File: src/sv/cia_pkg.sv
`timescale 1ns / 1ps

package cia_pkg;

    // fixed field widths
    localparam int IDENT_W = 8;
    localparam int TAG_W   = 32;
    localparam int COUNT_W = 9;
    localparam int PADDR_W = 4;
    localparam int PDATA_W = 32;

    // register reset values
    localparam logic [IDENT_W-1:0] START_IDENT_RST  = 8'd64;
    localparam logic [IDENT_W-1:0] FIRST_USABLE_RST = 8'd1;
    localparam logic [IDENT_W-1:0] NULL_IDENT_RST   = 8'd0;

    // register indexes (word address paddr[3:2])
    typedef enum logic [1:0] {
        REG_START_IDENT  = 2'd0,
        REG_FIRST_USABLE = 2'd1,
        REG_NULL_IDENT   = 2'd2,
        REG_NONE         = 2'd3
    } t_reg_idx;

    // command codes
    typedef enum logic [1:0] {
        CMD_ALLOC      = 2'd0,
        CMD_LOOKUP     = 2'd1,
        CMD_FREE_ONE   = 2'd2,
        CMD_FREE_OWNER = 2'd3
    } t_cmd;

    // controller states
    typedef enum logic [2:0] {
        ST_IDLE,
        ST_ALLOC,
        ST_LOOKUP_RD,
        ST_LOOKUP_RES,
        ST_FREE_ONE,
        ST_SWEEP,
        ST_SWEEP_DRAIN,
        ST_FINISH
    } t_state;

    // configuration register set
    typedef struct packed {
        logic [IDENT_W-1:0] start_ident;
        logic [IDENT_W-1:0] first_usable;
        logic [IDENT_W-1:0] null_ident;
    } t_cfg;

    // controller to datapath
    typedef struct packed {
        logic in_ready;
        logic load;
        logic alloc_step;
        logic lookup_rd;
        logic lookup_done;
        logic free_one;
        logic sweep_rd;
        logic out_load;
    } t_dp_cmd;

    // datapath to controller
    typedef struct packed {
        logic in_valid;
        t_cmd in_cmd;
        logic alloc_done;
        logic sweep_last;
        logic out_free;
    } t_dp_sts;

endpackage

File: src/sv/cia_ctrl.sv
`timescale 1ns / 1ps

module cia_ctrl import cia_pkg::*; (
    input  logic    i_clk,
    input  logic    i_rst_n,
    input  t_dp_sts i_sts,
    output t_dp_cmd o_cmd
);

    t_state r_state;
    t_state n_state;

    // state register
    always_ff @(posedge i_clk) begin
        if (!i_rst_n) begin
            r_state <= ST_IDLE;
        end else begin
            r_state <= n_state;
        end
    end

    // next state
    always_comb begin
        n_state = r_state;
        case (r_state)
            ST_IDLE: begin
                if (i_sts.in_valid) begin
                    case (i_sts.in_cmd)
                        CMD_ALLOC:    n_state = ST_ALLOC;
                        CMD_LOOKUP:   n_state = ST_LOOKUP_RD;
                        CMD_FREE_ONE: n_state = ST_FREE_ONE;
                        default:      n_state = ST_SWEEP;
                    endcase
                end
            end
            ST_ALLOC: begin
                if (i_sts.alloc_done) begin
                    n_state = ST_FINISH;
                end
            end
            ST_LOOKUP_RD:   n_state = ST_LOOKUP_RES;
            ST_LOOKUP_RES:  n_state = ST_FINISH;
            ST_FREE_ONE:    n_state = ST_FINISH;
            ST_SWEEP: begin
                if (i_sts.sweep_last) begin
                    n_state = ST_SWEEP_DRAIN;
                end
            end
            ST_SWEEP_DRAIN: n_state = ST_FINISH;
            ST_FINISH: begin
                if (i_sts.out_free) begin
                    n_state = ST_IDLE;
                end
            end
            default:        n_state = ST_IDLE;
        endcase
    end

    // datapath commands
    always_comb begin
        o_cmd             = '0;
        o_cmd.in_ready    = (r_state == ST_IDLE);
        o_cmd.load        = (r_state == ST_IDLE) && i_sts.in_valid;
        o_cmd.alloc_step  = (r_state == ST_ALLOC);
        o_cmd.lookup_rd   = (r_state == ST_LOOKUP_RD);
        o_cmd.lookup_done = (r_state == ST_LOOKUP_RES);
        o_cmd.free_one    = (r_state == ST_FREE_ONE);
        o_cmd.sweep_rd    = (r_state == ST_SWEEP);
        o_cmd.out_load    = (r_state == ST_FINISH) && i_sts.out_free;
    end

endmodule

File: config.mk
export PLATFORM = sky130hd
export DESIGN_NAME = cia_ctrl
export DESIGN_NICKNAME = d
export VERILOG_FILES = /design/src/sv/cia_pkg.sv /design/src/sv/cia_ctrl.sv
export SDC_FILE = /design/constraint.sdc
export NUM_CORES = 1
export LEC_CHECK = 0
export BUFFER_PORTS_ARGS = -buffer_cell sky130_fd_sc_hd__buf_2
export CORE_AREA = 3 3 40 42
export DETAILED_ROUTE_END_ITERATION = 10
export DIE_AREA = 0 0 43 45
export MAX_ROUTING_LAYER = met4
export PLACE_DENSITY_LB_ADDON = 0.3
export SYNTH_ARGS = -nofsm -noshare
export SYNTH_HDL_FRONTEND = slang
export SYNTH_SLANG_ARGS = --single-unit
File: constraint.sdc
create_clock -name i_clk -period 1.09 [get_ports i_clk]
set_input_delay 0.0545 -clock i_clk [delete_from_list [all_inputs] [get_ports i_clk]]
set_output_delay 0.0545 -clock i_clk [all_outputs]
set_load 0.005 [all_outputs]
==> results of run 1 <==
worst max-delay path, cell delays in order, from the launching register on:
cell and delay, ns:
dfxtp_2 0.37, mux2_4 0.32, o32a_1 0.32, mux2i_1 0.13
per-stage QoR:
stage	setup WS [ns]	power [W]	hold WS, ns	util (%)
2_1_floorplan	-0.0742	0.000592	0.185	-
3_3_place_gp	-0.121	0.000797	0.356	32.3
3_5_place_dp	-0.144	0.000801	0.361	32.3
4_1_cts	-0.186	0.00108	0.105	35.7
5_1_grt	-0.235	0.00124	0.128	37.5
6_report	-0.174	0.00112	0.119	37.5
routing by layer:
metal  track usage, %  wire length [um]  part of all wire [%]  vias up
met5                -                 0                     0        -
met4             3.61                 0                     0        0
met3             3.59                61                   7.8        0
met2             13.5               356                    45       12
met1             12.8               368                    47      156
li1                 -                 -                     -      182
worst paths after layout:
path         slack, ns  depth (start not counted)                       to
max reg2reg      -0.17                          3  r_state[1]$_SDFFE_PN0P_
min               0.12                          3  r_state[2]$_SDFFE_PN0P_
min reg2reg       0.52                          2  r_state[1]$_SDFFE_PN0P_
max              -0.17                          3  r_state[1]$_SDFFE_PN0P_
placed cells by master (no fill, tap or decap), types with 2 or more instances in the layout:
| master | count |
|---|---|
| clkbuf_4 | 3 |
| nor3b_2 | 2 |
| nand3_1 | 2 |
| buf_2 | 16 |
| ha_1 | 3 |
| inv_1 | 2 |
| buf_4 | 4 |
| nor2_1 | 2 |
| or4_1 | 2 |
| nand2_1 | 4 |
| dfxtp_2 | 2 |
| o21ai_0 | 2 |
power by group:
group | internal (W) | leakage, nW | switching (W)
combinational | 0.000373 | 0.209 | 0.000303
clock | 0.000137 | 0.0150 | 0.0000541
sequential | 0.000179 | 0.0261 | 0.0000729
total | 0.000689 | 0.250 | 0.000430
final cells by class:
type / instances / area share [%]
Clock buffer: 4 / 5.45
Tap cell: 15 / 3.90
Timing Repair Buffer: 21 / 25.2
Inverter: 3 / 2.34
Multi-Input combinational cell: 29 / 49.4
Sequential cell: 3 / 13.8
timing repair:
item                       in CTS  in global routing
cloned                          0                  1
pin swaps                       2                  0
resized for setup               8                  3
setup endpoints to repair      11                 11
kinds of logic after synthesis:
group,share of synthesized area [%]
flip-flops,20.3
buffers and inverters,8.44
adder cells (fa/ha/maj),12.7
AO/OA/AOI/OAI,15.6
AND/OR/NAND/NOR,30.8
multiplexers,12.2
==> metrics.yaml, run 1 <==
floorplan:
  dieHeight_um: 45
  die_area_um2: 1940
  core_area_um2: 1280
  start_util_pct: 23.1
  ioPinCount: 16
  die_w_um: 43
  fp-row-count: 13
placed_design:
  portBuffers: 15
  gp_congestion: 0.695
  postPlaceCellArea_um2: 415
  dpl.hpwl_um: 608
  placed_cells: 70
timing:
  final-setup-viol-count: 8
  skew_ns: 0.00184
  layout_setup_ws_ns: -0.174
  post-route-min-period_ns: 1.26
  fin_tns_setup_ns: -0.872
  worst_pin_slew_ns: 0.226
  max_slew_margin_pct: 84.9
  final_min_period_over_clock_period_pct: 116
  hold_viol: 0
  rsz0062_at_grt: "true"
  max_freq_mhz: 791
  drv_slew: 0
layout:
  diodes: 0
  fin_cells: 75
  fin_nets: 72
  largest-register: "r_state"
  final_area_um2: 482
  multi_input_area_um2: 238
  final-seq-area_um2: 66.3
  fillers: 145
  largest_reg_flops: 3
  syn_to_final_growth_pct: 62.4
  drive_above_1_share_pct: 58.3
  reg_top3: "r_state: 3 flops"
synth:
  netlist_area_um2: 297
  synth.most_common_cell: "nand2_1"
  ys_seq_elements: 3
  async_reset_ff_share_pct: 0
  yosysWarnings: 0
  synth_top_cells_by_area: "dfxtp_1, ha_1, nor3b_1, mux2_4, nand2_1"
  synth_flop_cell: "dfxtp_1"
  synth.largest_area_cell: "dfxtp_1"
  syn_area_per_cell_um2: 7.80
  synth_cell_types: 21
  synth_top_area_share_pct: 20.3
  synth_seq_area_share_pct: 20.3
  synth-edff-count: 0
  synth_common_cells: "nand2_1, dfxtp_1, ha_1, inv_1, nor3b_1"
  syn_inst: 38
  syn_nets: 49
worst_setup_path:
  arrival_ns: 1.37
  rr_startpoint: "r_state[0]$_SDFFE_PN0P_"
  end_kind: "flop"
  path_class: "flop to flop"
  critPathLaunchType: "flop"
  cp_max_fo: 6
  worstPathRequired_ns: 1.20
  worstSetupStartpoint: "r_state[0]$_SDFFE_PN0P_"
drt:
  firstDrtPassIters: 4
  drt_iter0_drc: 1
  dr_total_vias: 350
  routed_via_density: 4.67
  finalWirelength_um: 786
  drc_errors: 0
  post_drt_wl_per_cell_um: 10.5
  drtAntennaViolNets: 0
global_route:
  grt_first_pass_wirelength_mm: 1.37
  grt_max_degree: 11
  grt_pass1_vias: 328
  grt-ovfl-total: 0
  grt_usage_pct: 9.69
  grt_antenna_before_repair: 0
clock_tree:
  postCtsSetupRepairBufs: 0
  cts_made_buffers: 3
  clock-sinks: 3
  root_buffer: "clkbuf_4"
  cts_tree: "built"
  clk_latency_ns: 0.23
  clkTransAtPathRegs_ns: 0.04
  hold_buffers: 0
  h-tree-depth: 1
  cts.path.max_buffers: 2
pwr:
  pwr_density_cell_nw_per_um2: 2320
  peakVddDrop_uv: 1040
  leakage_nw: 0.250
min_path:
  hp-start: "i_rst_n"
  hold_class: "primary input to flop"
run_status:
  outcome: "finished with violations"
  violations: "setup timing"
job:
  maxCapViolations: 0
No activity file was read; power rests on OpenSTA's default activity.
==> run 2: changes to the inputs <==
Clock period 1.09 ns to 1.5 ns, I/O delays scaled along.
==> run 2 against run 1 <==
  * The flow now finishes without violations
  * Worst setup slack improved by 0.30 ns
  * Global-route usage fell by 1.9 points
  * Utilization fell by 5.1 points
  * Sequential power fell by 15%
  * Register-to-register slack improved by 0.36 ns
  * Routed wire length fell by 17%
  * Clock power fell by 28%
==> metrics.yaml, run 2 (synthesized netlist as in run 1, its figures left out) <==
run_status:
  outcome: "complete, no violations"
job:
  maxCapViolations: 0  # unchanged
layout:
  fin_nets: 67  # -6.9%
  mostFrequentLayoutCells: "buf_2, nand2_1"
  multi_input_area_um2: 216  # -8.9%
  diodes: 0  # unchanged
  syn_to_final_growth_pct: 40.5
  final-seq-area_um2: 61.3  # -7.5%
  largest_reg_flops: 3  # unchanged
  drive_above_1_share_pct: 41.8  # -17 points
  reg_top3: "r_state: 3 flops"
  layout_commonest_cell: "buf_2"
  largest-register: "r_state"
  fillers: 146  # +0.69%
  post-route-util_pct: 32.4  # -5.1 points
placed_design:
  dpl.hpwl_um: 513  # -16%
  portBuffers: 15  # unchanged
  gp_congestion: 0.723  # +4.1%
drt:
  finalWirelength_um: 656  # -17%
  routed_via_density: 4.59  # -1.7%
  drc_errors: 0  # unchanged
  drtAntennaViolNets: 0  # unchanged
  post_drt_wl_per_cell_um: 9.37  # -11%
  firstDrtPassIters: 3  # -1
  drt_iter0_drc: 2  # +1
  dr_total_vias: 321  # -8.3%
timing:
  hold_viol: 0  # unchanged
  final_min_period_over_clock_period_pct: 91.8
  rsz0062_at_grt: "false"
  fin_tns_setup_ns: 0  # +0.872 ns
  drv_slew: 0  # unchanged
  worst_pin_slew_ns: 0.364  # +0.138 ns
  max_slew_margin_pct: 75.7  # -9.2 points
  max_freq_mhz: 726
  post-route-min-period_ns: 1.38
  final-setup-viol-count: 0  # -8
  skew_ns: 0.000221  # -0.00162 ns
worst_setup_path:
  critPathLaunchType: "flop"
  arrival_ns: 1.30  # -0.07 ns
  end_kind: "primary output"
  cp_max_fo: 14  # +8
  path_class: "flop to primary output"
  worstPathRequired_ns: 1.42  # +0.22 ns
floorplan:
  fp-row-count: 13  # unchanged
  die_w_um: 43  # unchanged
  dieHeight_um: 45  # unchanged
  core_area_um2: 1280  # unchanged
  start_util_pct: 23.1  # unchanged
  die_area_um2: 1940  # unchanged
  ioPinCount: 16  # unchanged
global_route:
  grt_antenna_before_repair: 0  # unchanged
  grt_pass1_vias: 266  # -19%
  grt_usage_pct: 7.78  # -1.9 points
  grt_first_pass_wirelength_mm: 1.08  # -22%
  grt_max_degree: 15  # +4
  grt-ovfl-total: 0  # unchanged
clock_tree:
  cts_made_buffers: 3  # unchanged
  clkTransAtPathRegs_ns: 0.03  # about the same
  cts_tree: "built"
  clk_latency_ns: 0.23  # about the same
  clock-sinks: 3  # unchanged
  h-tree-depth: 1  # unchanged
  root_buffer: "clkbuf_4"
  cts.path.max_buffers: 2  # unchanged
pwr:
  peakVddDrop_uv: 477  # -54%
  leakage_nw: 0.219  # -12%
  total_power_w: 0.000683  # -39%
  pwr_density_cell_nw_per_um2: 1640  # -29%
min_path:
  hold_class: "primary input to flop"
-- run 2: power by group --
| group | internal [W] | total [W] | switching, W | leakage [nW] |
|---|---|---|---|---|
| sequential | 0.000119 | 0.000213 | 0.0000933 | 0.0253 |
| combinational | 0.000198 | 0.000333 | 0.000135 | 0.179 |
| clock | 0.0000994 | 0.000137 | 0.0000377 | 0.0150 |
-- run 2: repair_timing --
action,in CTS,in global routing
resized for setup,0,2
hold buffers,0,0
buffers inserted,0,0
endpoints found under the setup margin,0,1
-- run 2: area by class of cell --
| cell class | count | area share [%] |
|---|---|---|
| multi-input combinational | 29 | 52.0 |
| timing repair buffer | 16 | 19.8 |
| sequential | 3 | 14.7 |
| clock buffer | 4 | 6.31 |
| tap | 15 | 4.50 |
| inverter | 3 | 2.70 |
-- run 2: critical path, stage by stage, from the launching register on --
cell and delay [ns]:
dfxtp_2 0.38, or3_4 0.41, inv_1 0.07, and2_1 0.11, buf_2 0.10
-- run 2: per-stage QoR --
step                      std cells  worst slack (ns)  hold WS, ns  cell area, um^2
after floorplan                  38             0.315        0.213              297
after global placement           66             0.179        0.375              384
after detailed placement         66             0.149        0.366              384
after CTS                        70            0.0190        0.121              410
after global routing             70            0.0171        0.120              417
final                            70             0.124        0.130              417
-- run 2: routing by layer --
layer	global-route usage, %	vias to the layer above	part of all wire [%]	wire (um)
met5	-	-	0	0
met4	0	0	0	0
met3	6.37	0	14	94
met2	9.58	18	33	214
met1	10.3	134	53	346
li1	-	169	-	-
-- run 2: final timing paths --
| check | startpoint | to | depth (start not counted) | slack, ns |
|---|---|---|---|---|
| max | r_state[1]$_SDFFE_PN0P_ | o_cmd[6] | 4 | 0.12 |
| min | i_rst_n | r_state[0]$_SDFFE_PN0P_ | 3 | 0.13 |
| max reg2reg | r_state[0]$_SDFFE_PN0P_ | r_state[1]$_SDFFE_PN0P_ | 3 | 0.19 |
| min reg2reg | r_state[1]$_SDFFE_PN0P_ | r_state[2]$_SDFFE_PN0P_ | 1 | 0.55 |
