## config.mk

```make
export PLATFORM = sky130hd
export DESIGN_NAME = cia_regs
export DESIGN_NICKNAME = d
export VERILOG_FILES = /design/src/sv/cia_pkg.sv /design/src/sv/cia_regs.sv
export SDC_FILE = /design/constraint.sdc
export NUM_CORES = 1
export LEC_CHECK = 0
export ABC_AREA = 1
export BUFFER_PORTS_ARGS = -buffer_cell sky130_fd_sc_hd__buf_2
export CORE_MARGIN = 3
export CORE_UTILIZATION = 44
export DETAILED_ROUTE_END_ITERATION = 10
export GPL_ROUTABILITY_DRIVEN = 0
export PLACE_DENSITY = 0.85
export REMOVE_ABC_BUFFERS = 1
export SLEW_MARGIN = 20
export SYNTH_ARGS = -nofsm -noshare
export SYNTH_HDL_FRONTEND = slang
export SYNTH_SLANG_ARGS = --single-unit
```

## constraint.sdc

```tcl
create_clock -name i_clk -period 2.1 [get_ports i_clk]
set_input_delay 0.315 -clock i_clk [delete_from_list [all_inputs] [get_ports i_clk]]
set_output_delay 0.315 -clock i_clk [all_outputs]
set_load 0.05 [all_outputs]
```

## src/sv/cia_pkg.sv

```systemverilog
`timescale 1ns / 1ps

package cia_pkg;

    // fixed field widths
    localparam int IDENT_W = 8;
    localparam int TAG_W   = 32;
    localparam int COUNT_W = 9;
    localparam int PADDR_W = 4;
    localparam int PDATA_W = 32;

    // register reset values
    localparam logic [IDENT_W-1:0] START_IDENT_RST  = 8'd64;
    localparam logic [IDENT_W-1:0] FIRST_USABLE_RST = 8'd1;
    localparam logic [IDENT_W-1:0] NULL_IDENT_RST   = 8'd0;

    // register indexes (word address paddr[3:2])
    typedef enum logic [1:0] {
        REG_START_IDENT  = 2'd0,
        REG_FIRST_USABLE = 2'd1,
        REG_NULL_IDENT   = 2'd2,
        REG_NONE         = 2'd3
    } t_reg_idx;

    // command codes
    typedef enum logic [1:0] {
        CMD_ALLOC      = 2'd0,
        CMD_LOOKUP     = 2'd1,
        CMD_FREE_ONE   = 2'd2,
        CMD_FREE_OWNER = 2'd3
    } t_cmd;

    // controller states
    typedef enum logic [2:0] {
        ST_IDLE,
        ST_ALLOC,
        ST_LOOKUP_RD,
        ST_LOOKUP_RES,
        ST_FREE_ONE,
        ST_SWEEP,
        ST_SWEEP_DRAIN,
        ST_FINISH
    } t_state;

    // configuration register set
    typedef struct packed {
        logic [IDENT_W-1:0] start_ident;
        logic [IDENT_W-1:0] first_usable;
        logic [IDENT_W-1:0] null_ident;
    } t_cfg;

    // controller to datapath
    typedef struct packed {
        logic in_ready;
        logic load;
        logic alloc_step;
        logic lookup_rd;
        logic lookup_done;
        logic free_one;
        logic sweep_rd;
        logic out_load;
    } t_dp_cmd;

    // datapath to controller
    typedef struct packed {
        logic in_valid;
        t_cmd in_cmd;
        logic alloc_done;
        logic sweep_last;
        logic out_free;
    } t_dp_sts;

endpackage

```

## src/sv/cia_regs.sv

```systemverilog
`timescale 1ns / 1ps

module cia_regs import cia_pkg::*; (
    input  logic               i_clk,
    input  logic               i_rst_n,
    input  logic               psel,
    input  logic               penable,
    input  logic               pwrite,
    input  logic [PADDR_W-1:0] paddr,
    input  logic [PDATA_W-1:0] pwdata,
    output logic [PDATA_W-1:0] prdata,
    output logic               pready,
    output t_cfg               o_cfg
);

    t_cfg     r_cfg;
    t_reg_idx w_idx;
    logic     w_wr;

    assign pready = 1'b1;
    assign w_idx  = t_reg_idx'(paddr[3:2]);
    assign w_wr   = psel && penable && pwrite;

    // register writes, low byte only
    always_ff @(posedge i_clk) begin
        if (!i_rst_n) begin
            r_cfg.start_ident  <= START_IDENT_RST;
            r_cfg.first_usable <= FIRST_USABLE_RST;
            r_cfg.null_ident   <= NULL_IDENT_RST;
        end else if (w_wr) begin
            case (w_idx)
                REG_START_IDENT:  r_cfg.start_ident  <= pwdata[IDENT_W-1:0];
                REG_FIRST_USABLE: r_cfg.first_usable <= pwdata[IDENT_W-1:0];
                REG_NULL_IDENT:   r_cfg.null_ident   <= pwdata[IDENT_W-1:0];
                default: ;
            endcase
        end
    end

    // read mux
    always_comb begin
        case (w_idx)
            REG_START_IDENT:  prdata = PDATA_W'(r_cfg.start_ident);
            REG_FIRST_USABLE: prdata = PDATA_W'(r_cfg.first_usable);
            REG_NULL_IDENT:   prdata = PDATA_W'(r_cfg.null_ident);
            default:          prdata = '0;
        endcase
    end

    assign o_cfg = r_cfg;

endmodule

```

==> results of run 1 <==
[Yosys cell counts]
master,n
buf_2,2
buf_4,25
nand3_1,33
buf_6,4
dfxtp_1,24
nor2_1,45
conb_1,2
nand2_1,52
inv_1,9
nor2_4,5
buf_1,1
nor2_2,1
o21ai_0,2
inv_2,2
[kinds of logic (layout without fill, tap and decap cells)]
group | after synthesis | after routing | share of synthesized area
AND/OR/NAND/NOR | 136 | 136 | 0.4296
AO/OA/AOI/OAI | 2 | 2 | 0.007266
buffers and inverters | 43 | 64 | 0.2089
flip-flops | 24 | 24 | 0.3488
other | 2 | 25 | 0.005452
[critical path: cells and delay by family]
| kind | cells | cell delay, ns |
|---|---|---|
| and+or+nand+nor | 3 | 0.53 |
| buffers and inverters | 3 | 0.48 |
[per-stage QoR]
step                utilization  area (sq um)  setup WS (ns)  instances  hold WS, ns
floorplan                     -          1217         0.6458        198       0.3998
finish                   0.5476          1575         0.4589        293       0.2236
CTS                      0.5476          1575         0.4530        293       0.2231
detailed placement       0.5294          1523         0.4667        289       0.4876
global route             0.5476          1575         0.3730        293       0.2259
global placement         0.5294          1523         0.4624        289       0.4829
[metal layers]
layer | share of wire | vias up | wire [microns] | global-route usage
met4 | 0.0063 | 0 | 19 | 0.03939
met5 | 0 | - | 0 | 0
li1 | - | 681 | - | -
met1 | 0.40 | 570 | 1203 | 0.1914
met3 | 0.092 | 5 | 279 | 0.03719
met2 | 0.51 | 67 | 1533 | 0.3121
[power breakdown]
| group | switching, mW | internal, mW | total (mW) | leakage, nW |
|---|---|---|---|---|
| Clock | 0.137 | 0.193 | 0.330 | 0.0279 |
| Sequential | 0.00685 | 0.465 | 0.472 | 0.194 |
| Combinational | 0.219 | 0.0436 | 0.262 | 0.609 |
[layout make-up]
type / instances / area (sq um)
inverter: 11 / 41.29
timing repair buffer: 49 / 252.7
clock inverter: 1 / 30.03
fill: 319 / 1301
clock buffer: 3 / 22.52
tap: 42 / 52.55
sequential: 24 / 480.5
multi-input combinational: 163 / 695.7
[worst paths after layout]
kind / from / to / slack, ns / cells past startpoint
setup / recovery: paddr[3] / prdata[0] / 0.46 / 6
hold / removal: pwdata[0] / o_cfg[8] / 0.22 / 3
setup reg to reg: o_cfg[22] / o_cfg[22] / 1.47 / 2
hold reg to reg: o_cfg[0] / o_cfg[0] / 0.51 / 2
[placed cells by master, fill, tap and decap left out, types with 3 or more instances in the layout]
cell / n
nor2_4: 5
buf_4: 3
nand2_1: 52
nor2_1: 45
dfxtp_1: 24
clkbuf_4: 3
nand3_1: 33
buf_2: 46
conb_1: 25
inv_1: 9
==> flow_metrics.env, run 1 <==
export IMPL_run_status="finished, final reports clean"
export IMPL_fp_dieW_microns=61.96
export IMPL_wl_per_cell_microns=10.36
export IMPL_grt_max_degree=25
export IMPL_start_kind="primary input"
export IMPL_drc_errors=0
export IMPL_cpPeakStageDelay_ns=0.33
export IMPL_clk_path_buf_depth=2
export IMPL_cts_resized=0
export IMPL_cts_hold_buf=0
export IMPL_grtUsageTotal=0.1674
export IMPL_syn_avg_cell_area_sq_um=6.655
export IMPL_hold_path_class="primary input to flip-flop"
export IMPL_path_clk_slew_ns=0.13
export IMPL_cts_sinks=24
export IMPL_vdd_drop_max_mv=0.4611
export IMPL_synth_area_leader_cell="dfxtp_1"
export IMPL_rsz0062_at_grt="no"
export IMPL_path_class="primary input to output pin"
export IMPL_hold_violations=0
export IMPL_cts_buffers=3
export IMPL_clkLatencyLatePin_ns=0.31
export IMPL_first_pass_iters=4
export IMPL_io_pins=98
export IMPL_drive_above_1_share=0.2430
export IMPL_drv_slew=0
export IMPL_leakagePower_nw=0.8313
export IMPL_syn_instance_count=207
export IMPL_synth_area_leaders="dfxtp_1, nand2_1, buf_4"
export IMPL_diodes=0
export IMPL_io_buffers=46
export IMPL_ys_ff_latch=24
export IMPL_h_tree_depth=1
export IMPL_cts_tree="yes"
export IMPL_drtIter0Drc=37
export IMPL_area_delta_synth_final_pct=14.35
export IMPL_synth_cell_types=14
export IMPL_antenna_found_initial=0
export IMPL_crit_arrival_ns=1.33
export IMPL_die_h_microns=61.96
export IMPL_std_cell_rows=19
export IMPL_grt_overflow=0
export IMPL_cp_end_kind="output pin"
export IMPL_initial_core_util=0.4789
export IMPL_synth_seq_area_share=0.3488
export IMPL_drv_cap=0
export IMPL_wl_microns=3035
export IMPL_period_share=0.7815
export IMPL_cp_cell_sequence="buf_2, inv_2, nor2_4, nand2_1, nand3_1, buf_2"
export IMPL_synth_top_area_frac=0.3488
export IMPL_yosys_warnings=0
export IMPL_total_power_mw=1.065
export IMPL_ant_nets=0
export IMPL_vias=1323
export IMPL_fin_skew_ns=0
export IMPL_required_ns=1.78
export IMPL_crit_slowest_cell="nor2_4"
export IMPL_die_area_sq_um=3838
export IMPL_worst_path_most_repeated_cell="buf_2"
export IMPL_clk_root_buffer_cell="clkbuf_4"
export IMPL_clock_fmax_ghz=0.6093
export IMPL_largest_reg_flops=24
export IMPL_grt_pass1_vias=1132
export IMPL_postCtsSetupBuffers=0
export IMPL_final_setup_viol_count=0
export IMPL_vias_per_cell=4.515
export IMPL_worstPathMaxFanout=16
export IMPL_power_density_nw_per_um2=675.8
export IMPL_grt_pass1_wl_microns=4788
export IMPL_mappedNetlistArea_sq_um=1378
export IMPL_hpwl_microns=2245
export IMPL_finalSetupTns_ns=0
export IMPL_core_area_sq_um=2877
export IMPL_period_minus_slack_ns=1.641
export IMPL_nets=293
Note: power is estimated with default switching activity, not from simulation.
==> run 2: changes to the inputs <==
CORE_UTILIZATION = 37   (was 44)
PLACE_DENSITY = 0.77   (was 0.85)
clock period = 1.43 ns   (was 2.1 ns; I/O delays follow)
==> run 2 against run 1 <==
Clock skew did not move. Core utilization fell by 7.6 points. First-iteration DRC count rose by 150%. Non-clock buffer count rose by 3. Flip-flop and latch count did not move. Setup slack got worse by 0.31 ns. Critical path type unchanged. Critical endpoint is now prdata[5]. Highest routed layer unchanged.
==> flow_metrics.env, run 2 (synthesis gave the netlist of run 1 again) <==
export IMPL_drv_slew=0
export IMPL_wl_per_cell_microns=10.50
export IMPL_finalSetupTns_ns=0
export IMPL_fin_util=0.4711
export IMPL_period_share=0.8938
export IMPL_clkLatencyLatePin_ns=0.26
export IMPL_gr_usage_met1=0.1921
export IMPL_final_area_sq_um=1634
export IMPL_grt_max_degree=25
export IMPL_timing_rr_start="o_cfg[22]"
export IMPL_total_power_mw=1.681
export IMPL_worst_path_most_repeated_cell="buf_2"
export IMPL_die_area_sq_um=4491
export IMPL_vias_per_cell=4.357
export IMPL_ant_nets=0
export IMPL_holdWs_ns=0.1775
export IMPL_hpwl_microns=2317
export IMPL_crit_end="prdata[5]"
export IMPL_io_buffers=46
export IMPL_hold_violations=0
export IMPL_area_delta_synth_final_pct=18.62
export IMPL_first_pass_iters=4
export IMPL_n_fill_cell=395
export IMPL_h_tree_depth=1
export IMPL_reg2reg_slack_ns=0.82
export IMPL_place_worst_setup_slack_ns=0.1469
export IMPL_die_h_microns=67.02
export IMPL_path_buf_inv=4
export IMPL_grt_pass1_vias=1057
export IMPL_path_clk_slew_ns=0.08
export IMPL_placed_area_sq_um=1563
export IMPL_leakagePower_nw=0.8581
export IMPL_final_cell_mix="nand2_1, buf_2, nor2_1"
export IMPL_crit_arrival_ns=1.06
export IMPL_fp_dieW_microns=67.02
export IMPL_cpLargestDelayFamily="buffers and inverters"
export IMPL_vdd_drop_max_mv=0.3528
export IMPL_cts_buffers=3
export IMPL_cp_end_kind="output pin"
export IMPL_postCtsSetupBuffers=0
export IMPL_cts_resized=0
export IMPL_place_inst=296
export IMPL_rsz0062_at_grt="no"
export IMPL_busiest_layer="met2"
export IMPL_grt_pass1_wl_microns=4940
export IMPL_worstPathMaxFanout=7
export IMPL_path_class="primary input to output pin"
export IMPL_use_met2=0.2393
export IMPL_layout_cells_non_filler=300
export IMPL_wl_microns=3150
export IMPL_cp_depth=7
export IMPL_initial_core_util=0.3972
export IMPL_required_ns=1.22
export IMPL_cts_sinks=24
export IMPL_worstSetupStartpoint="paddr[2]"
export IMPL_final_common_cell="nand2_1"
export IMPL_largest_reg_flops=24
export IMPL_clock_fmax_ghz=0.7824
export IMPL_cts_tree="yes"
export IMPL_std_cell_rows=21
export IMPL_drive_above_1_share=0.2520
export IMPL_io_pins=98
export IMPL_drtIter0Drc=91
export IMPL_crit_slowest_cell="buf_2"
export IMPL_grt_overflow=0
export IMPL_drv_cap=0
export IMPL_hold_path_class="primary input to flip-flop"
export IMPL_vias=1307
export IMPL_r2r_cells=2
export IMPL_cts_hold_buf=0
export IMPL_fin_skew_ns=0
export IMPL_period_minus_slack_ns=1.278
export IMPL_finalWorstSetupSlack_ns=0.1518
export IMPL_core_area_sq_um=3468
export IMPL_antenna_found_initial=0
export IMPL_run_status="finished, final reports clean"
export IMPL_cpPeakStageDelay_ns=0.26
export IMPL_nets=296
export IMPL_drc_errors=0
export IMPL_clk_root_buffer_cell="clkbuf_8"
export IMPL_cp_cell_sequence="buf_2, inv_2, nor2_4, buf_4, nand2_1, nand3_1, buf_2"
export IMPL_clk_path_buf_depth=2
export IMPL_power_density_nw_per_um2=1029
export IMPL_diodes=0
export IMPL_worstReg2RegEnd="o_cfg[22]"
export IMPL_final_setup_viol_count=0
export IMPL_grtUsageTotal=0.1441
export IMPL_grt_use_met3=0.01518
export IMPL_start_kind="primary input"
-- run 2: worst min path at each step --
stage / startpoint / endpoint / slack, ns / cells after the start
after floorplan: i_rst_n / o_cfg[22] / 0.30 / 1
after global placement: pwdata[0] / o_cfg[8] / 0.44 / 3
after detailed placement: pwdata[6] / o_cfg[22] / 0.45 / 3
after CTS: pwdata[6] / o_cfg[22] / 0.17 / 3
after global routing: pwdata[0] / o_cfg[8] / 0.18 / 3
final: pwdata[6] / o_cfg[22] / 0.18 / 3
-- run 2: where the power goes --
part	internal, mW	switching, mW
Combinational	0.0729	0.323
Sequential	0.683	0.00998
Clock	0.374	0.219
-- run 2: area by class of cell --
| cell class | count | area (sq um) | share of cell area |
|---|---|---|---|
| Tap cell | 46 | 57.56 | 0.03522 |
| Clock buffer | 3 | 41.29 | 0.02527 |
| Clock inverter | 1 | 30.03 | 0.01838 |
| Multi-Input combinational cell | 163 | 695.7 | 0.4257 |
| Timing Repair Buffer | 52 | 287.8 | 0.1761 |
| Sequential cell | 24 | 480.5 | 0.2940 |
| Inverter | 11 | 41.29 | 0.02527 |
-- run 2: worst min-delay path, cell delays in order --
cell,delay [ns]
buf_2,0.08
nand2_1,0.04
nand3_1,0.07
-- run 2: per-layer routing --
| layer | up-vias | part of all wire |
|---|---|---|
| li1 | 686 | - |
| met1 | 563 | 0.41 |
| met2 | 56 | 0.49 |
| met3 | 2 | 0.092 |
| met4 | 0 | 0.0057 |
| met5 | - | 0 |
==> run 3: changes to the inputs <==
--- a/config.mk
+++ b/config.mk
@@ -7,9 +7,9 @@
 export LEC_CHECK = 0
-export ABC_AREA = 1
+export ABC_AREA = 0
 export BUFFER_PORTS_ARGS = -buffer_cell sky130_fd_sc_hd__buf_2
 export CORE_MARGIN = 3
-export CORE_UTILIZATION = 37
+export CORE_UTILIZATION = 36
 export DETAILED_ROUTE_END_ITERATION = 10
 export GPL_ROUTABILITY_DRIVEN = 0
-export PLACE_DENSITY = 0.77
+export PLACE_DENSITY = 0.76
 export REMOVE_ABC_BUFFERS = 1
==> constraint.sdc (replaced) <==
create_clock -name i_clk -period 1.43 [get_ports i_clk]
set_input_delay 0.286 -clock i_clk [delete_from_list [all_inputs] [get_ports i_clk]]
set_output_delay 0.286 -clock i_clk [all_outputs]
set_load 0.05 [all_outputs]
==> run 3 against run 2 <==
First-iteration DRC count shrank 95%. Critical endpoint is now prdata[4]. Highest routed layer unchanged. Clock skew is the same. Synthesized area shrank 5.6%. Largest cell class unchanged. Final area grew 2.0%. Worst hold slack gained 0.072 ns.
==> flow_metrics.env, run 3 <==
export IMPL_run_status="finished, final reports clean"
export IMPL_synth_area_leaders="dfxtp_1, mux2i_1, buf_4"
export IMPL_core_area_sq_um=3416
export IMPL_leakagePower_nw=0.8376
export IMPL_die_h_microns=66.09
export IMPL_synth_cell_types=15
export IMPL_reg2reg_slack_ns=0.67
export IMPL_synth_area_leader_cell="dfxtp_1"
export IMPL_wl_per_cell_microns=11.32
export IMPL_worstSetupStartpoint="o_cfg[12]"
export IMPL_crit_slowest_cell="dfxtp_2"
export IMPL_power_density_nw_per_um2=781.5
export IMPL_slew_headroom=0.6412
export IMPL_fin_skew_ns=0
export IMPL_final_setup_viol_count=0
export IMPL_p_sw_mw=0.4532
export IMPL_clk_root_buffer_cell="clkbuf_4"
export IMPL_finalSetupTns_ns=0
export IMPL_drc_errors=0
export IMPL_synthArstFlopShare=0
export IMPL_drtIter0Drc=5
export IMPL_vias=1067
export IMPL_clk_path_buf_depth=2
export IMPL_antenna_found_initial=0
export IMPL_wl_microns=2819
export IMPL_nets=246
export IMPL_hold_path_startpoint="pwdata[6]"
export IMPL_combPwrFrac=0.259
export IMPL_hpwl_microns=2167
export IMPL_period_share=0.9634
export IMPL_syn_avg_cell_area_sq_um=8.844
export IMPL_hold_violations=0
export IMPL_tightest_slew_ns=0.5382
export IMPL_p_int_mw=0.8493
export IMPL_area_delta_synth_final_pct=28.20
export IMPL_worstHoldPathCells=3
export IMPL_finalWorstSetupSlack_ns=0.05229
export IMPL_die_area_sq_um=4368
export IMPL_yosys_warnings=0
export IMPL_std_cell_rows=21
export IMPL_syn_instance_count=147
export IMPL_cpLargestDelayFamily="flip-flops"
export IMPL_start_kind="flip-flop"
export IMPL_required_ns=1.14
export IMPL_fp_dieW_microns=66.09
export IMPL_grt_max_degree=35
export IMPL_ys_top_cells_by_count="nand2_1, mux2i_1, buf_4"
export IMPL_layout_cells_non_filler=249
export IMPL_h_tree_depth=1
export IMPL_cts_tree="yes"
export IMPL_r2r_cells=3
export IMPL_grt_overflow=0
export IMPL_place_inst=243
export IMPL_vdd_drop_max_mv=0.4267
export IMPL_io_buffers=46
export IMPL_cts_sinks=24
export IMPL_timing_rr_start="o_cfg[8]"
export IMPL_drive_above_1_share=0.4286
export IMPL_mappedNetlistArea_sq_um=1300
export IMPL_path_class="flip-flop to output pin"
export IMPL_worstPathMaxFanout=3
export IMPL_vias_per_cell=4.285
export IMPL_p_sw_frac=0.3480
export IMPL_io_pins=98
export IMPL_synth_most_common_cell="nand2_1"
export IMPL_initial_core_util=0.3806
export IMPL_p_seq_frac=0.525
export IMPL_grt_pass1_vias=1002
export IMPL_synth_main_ff_cell="dfxtp_1"
export IMPL_cts_hold_buf=0
export IMPL_largest_reg_flops=24
export IMPL_clock_fmax_ghz=0.7258
export IMPL_diodes=0
export IMPL_path_clk_slew_ns=0.12
export IMPL_drv_cap=0
export IMPL_pwr_share_clk=0.216
export IMPL_place_worst_setup_slack_ns=-0.03185
export IMPL_cp_end_kind="output pin"
export IMPL_synth_edf_count=0
export IMPL_period_minus_slack_ns=1.378
export IMPL_grtUsageTotal=0.1313
export IMPL_first_pass_iters=4
export IMPL_crit_arrival_ns=1.09
export IMPL_cp_depth=3
export IMPL_clkLatencyLatePin_ns=0.30
export IMPL_ys_ff_latch=24
export IMPL_drv_slew=0
export IMPL_hold_path_class="primary input to flip-flop"
export IMPL_ant_nets=0
export IMPL_synth_seq_area_share=0.3696
export IMPL_rsz0062_at_grt="yes"
export IMPL_cpPeakStageDelay_ns=0.35
export IMPL_cp_cell_sequence="mux2i_1, o21ai_1, buf_6"
export IMPL_synth_top_area_frac=0.3696
export IMPL_grt_pass1_wl_microns=4402
export IMPL_path_buf_inv=1
export IMPL_cts_buffers=3
export IMPL_final_cell_mix="nand2_1, buf_2, mux2i_1"
run 3: power groups by stage:
| stage | Combinational [mW] | Sequential [mW] | Clock, mW |
|---|---|---|---|
| floorplan | 0.204 | 0.728 | 0 |
| global placement | 0.324 | 0.698 | 0 |
| detailed placement | 0.325 | 0.699 | 0 |
| CTS | 0.330 | 0.684 | 0.302 |
| global route | 0.357 | 0.686 | 0.330 |
| finish | 0.337 | 0.684 | 0.282 |
run 3: metrics by stage:
| stage | total power [mW] | area, sq um | util | hold WS (ns) |
|---|---|---|---|---|
| floorplan | 0.9319 | 1151 | - | 0.4336 |
| global placement | 1.023 | 1556 | 0.4557 | 0.4570 |
| detailed placement | 1.024 | 1556 | 0.4557 | 0.4618 |
| CTS | 1.316 | 1608 | 0.4707 | 0.2421 |
| global route | 1.372 | 1667 | 0.4879 | 0.2532 |
| finish | 1.303 | 1667 | 0.4879 | 0.2499 |
run 3: cell type report:
| cell class | instances | area, sq um |
|---|---|---|
| Multi-Input combinational cell | 112 | 678.2 |
| Timing Repair Buffer | 64 | 407.9 |
| Clock buffer | 3 | 22.52 |
| Fill cell | 361 | 1749 |
| Tap cell | 46 | 57.56 |
| Sequential cell | 24 | 500.5 |
run 3: routing by layer:
layer / GRT usage / share of wire / up-vias
met3: 0.02381 / 0.071 / 2
met1: 0.1670 / 0.43 / 486
li1: - / - / 542
met4: 0.04569 / 0.0060 / 0
met5: 0 / 0 / -
met2: 0.2206 / 0.49 / 37
run 3: final timing paths:
path,end
setup / recovery,prdata[4]
hold / removal,o_cfg[14]
setup reg to reg,o_cfg[8]
hold reg to reg,o_cfg[19]
run 3: repair_timing:
item	CTS	global route
pin swaps	0	3
resized for setup	19	20
buffers inserted	0	3
endpoints found under the setup margin	8	8
cloned	0	0
run 3: kinds of logic (layout without fill, tap and decap cells):
group / count (synthesis) / in the layout / share of synthesized area
AOI/OAI and AO/OA: 8 / 8 / 0.03080
buffers and inverters: 34 / 67 / 0.1809
DFF: 24 / 24 / 0.3696
muxes: 32 / 32 / 0.2464
other: 2 / 25 / 0.005777
and+or+nand+nor: 47 / 47 / 0.1665
run 3: worst register-to-register path: stages, from the launching register on:
cell     delay [ns]
dfxtp_2        0.34
buf_4          0.12
nor2b_1        0.11
mux2i_1        0.09
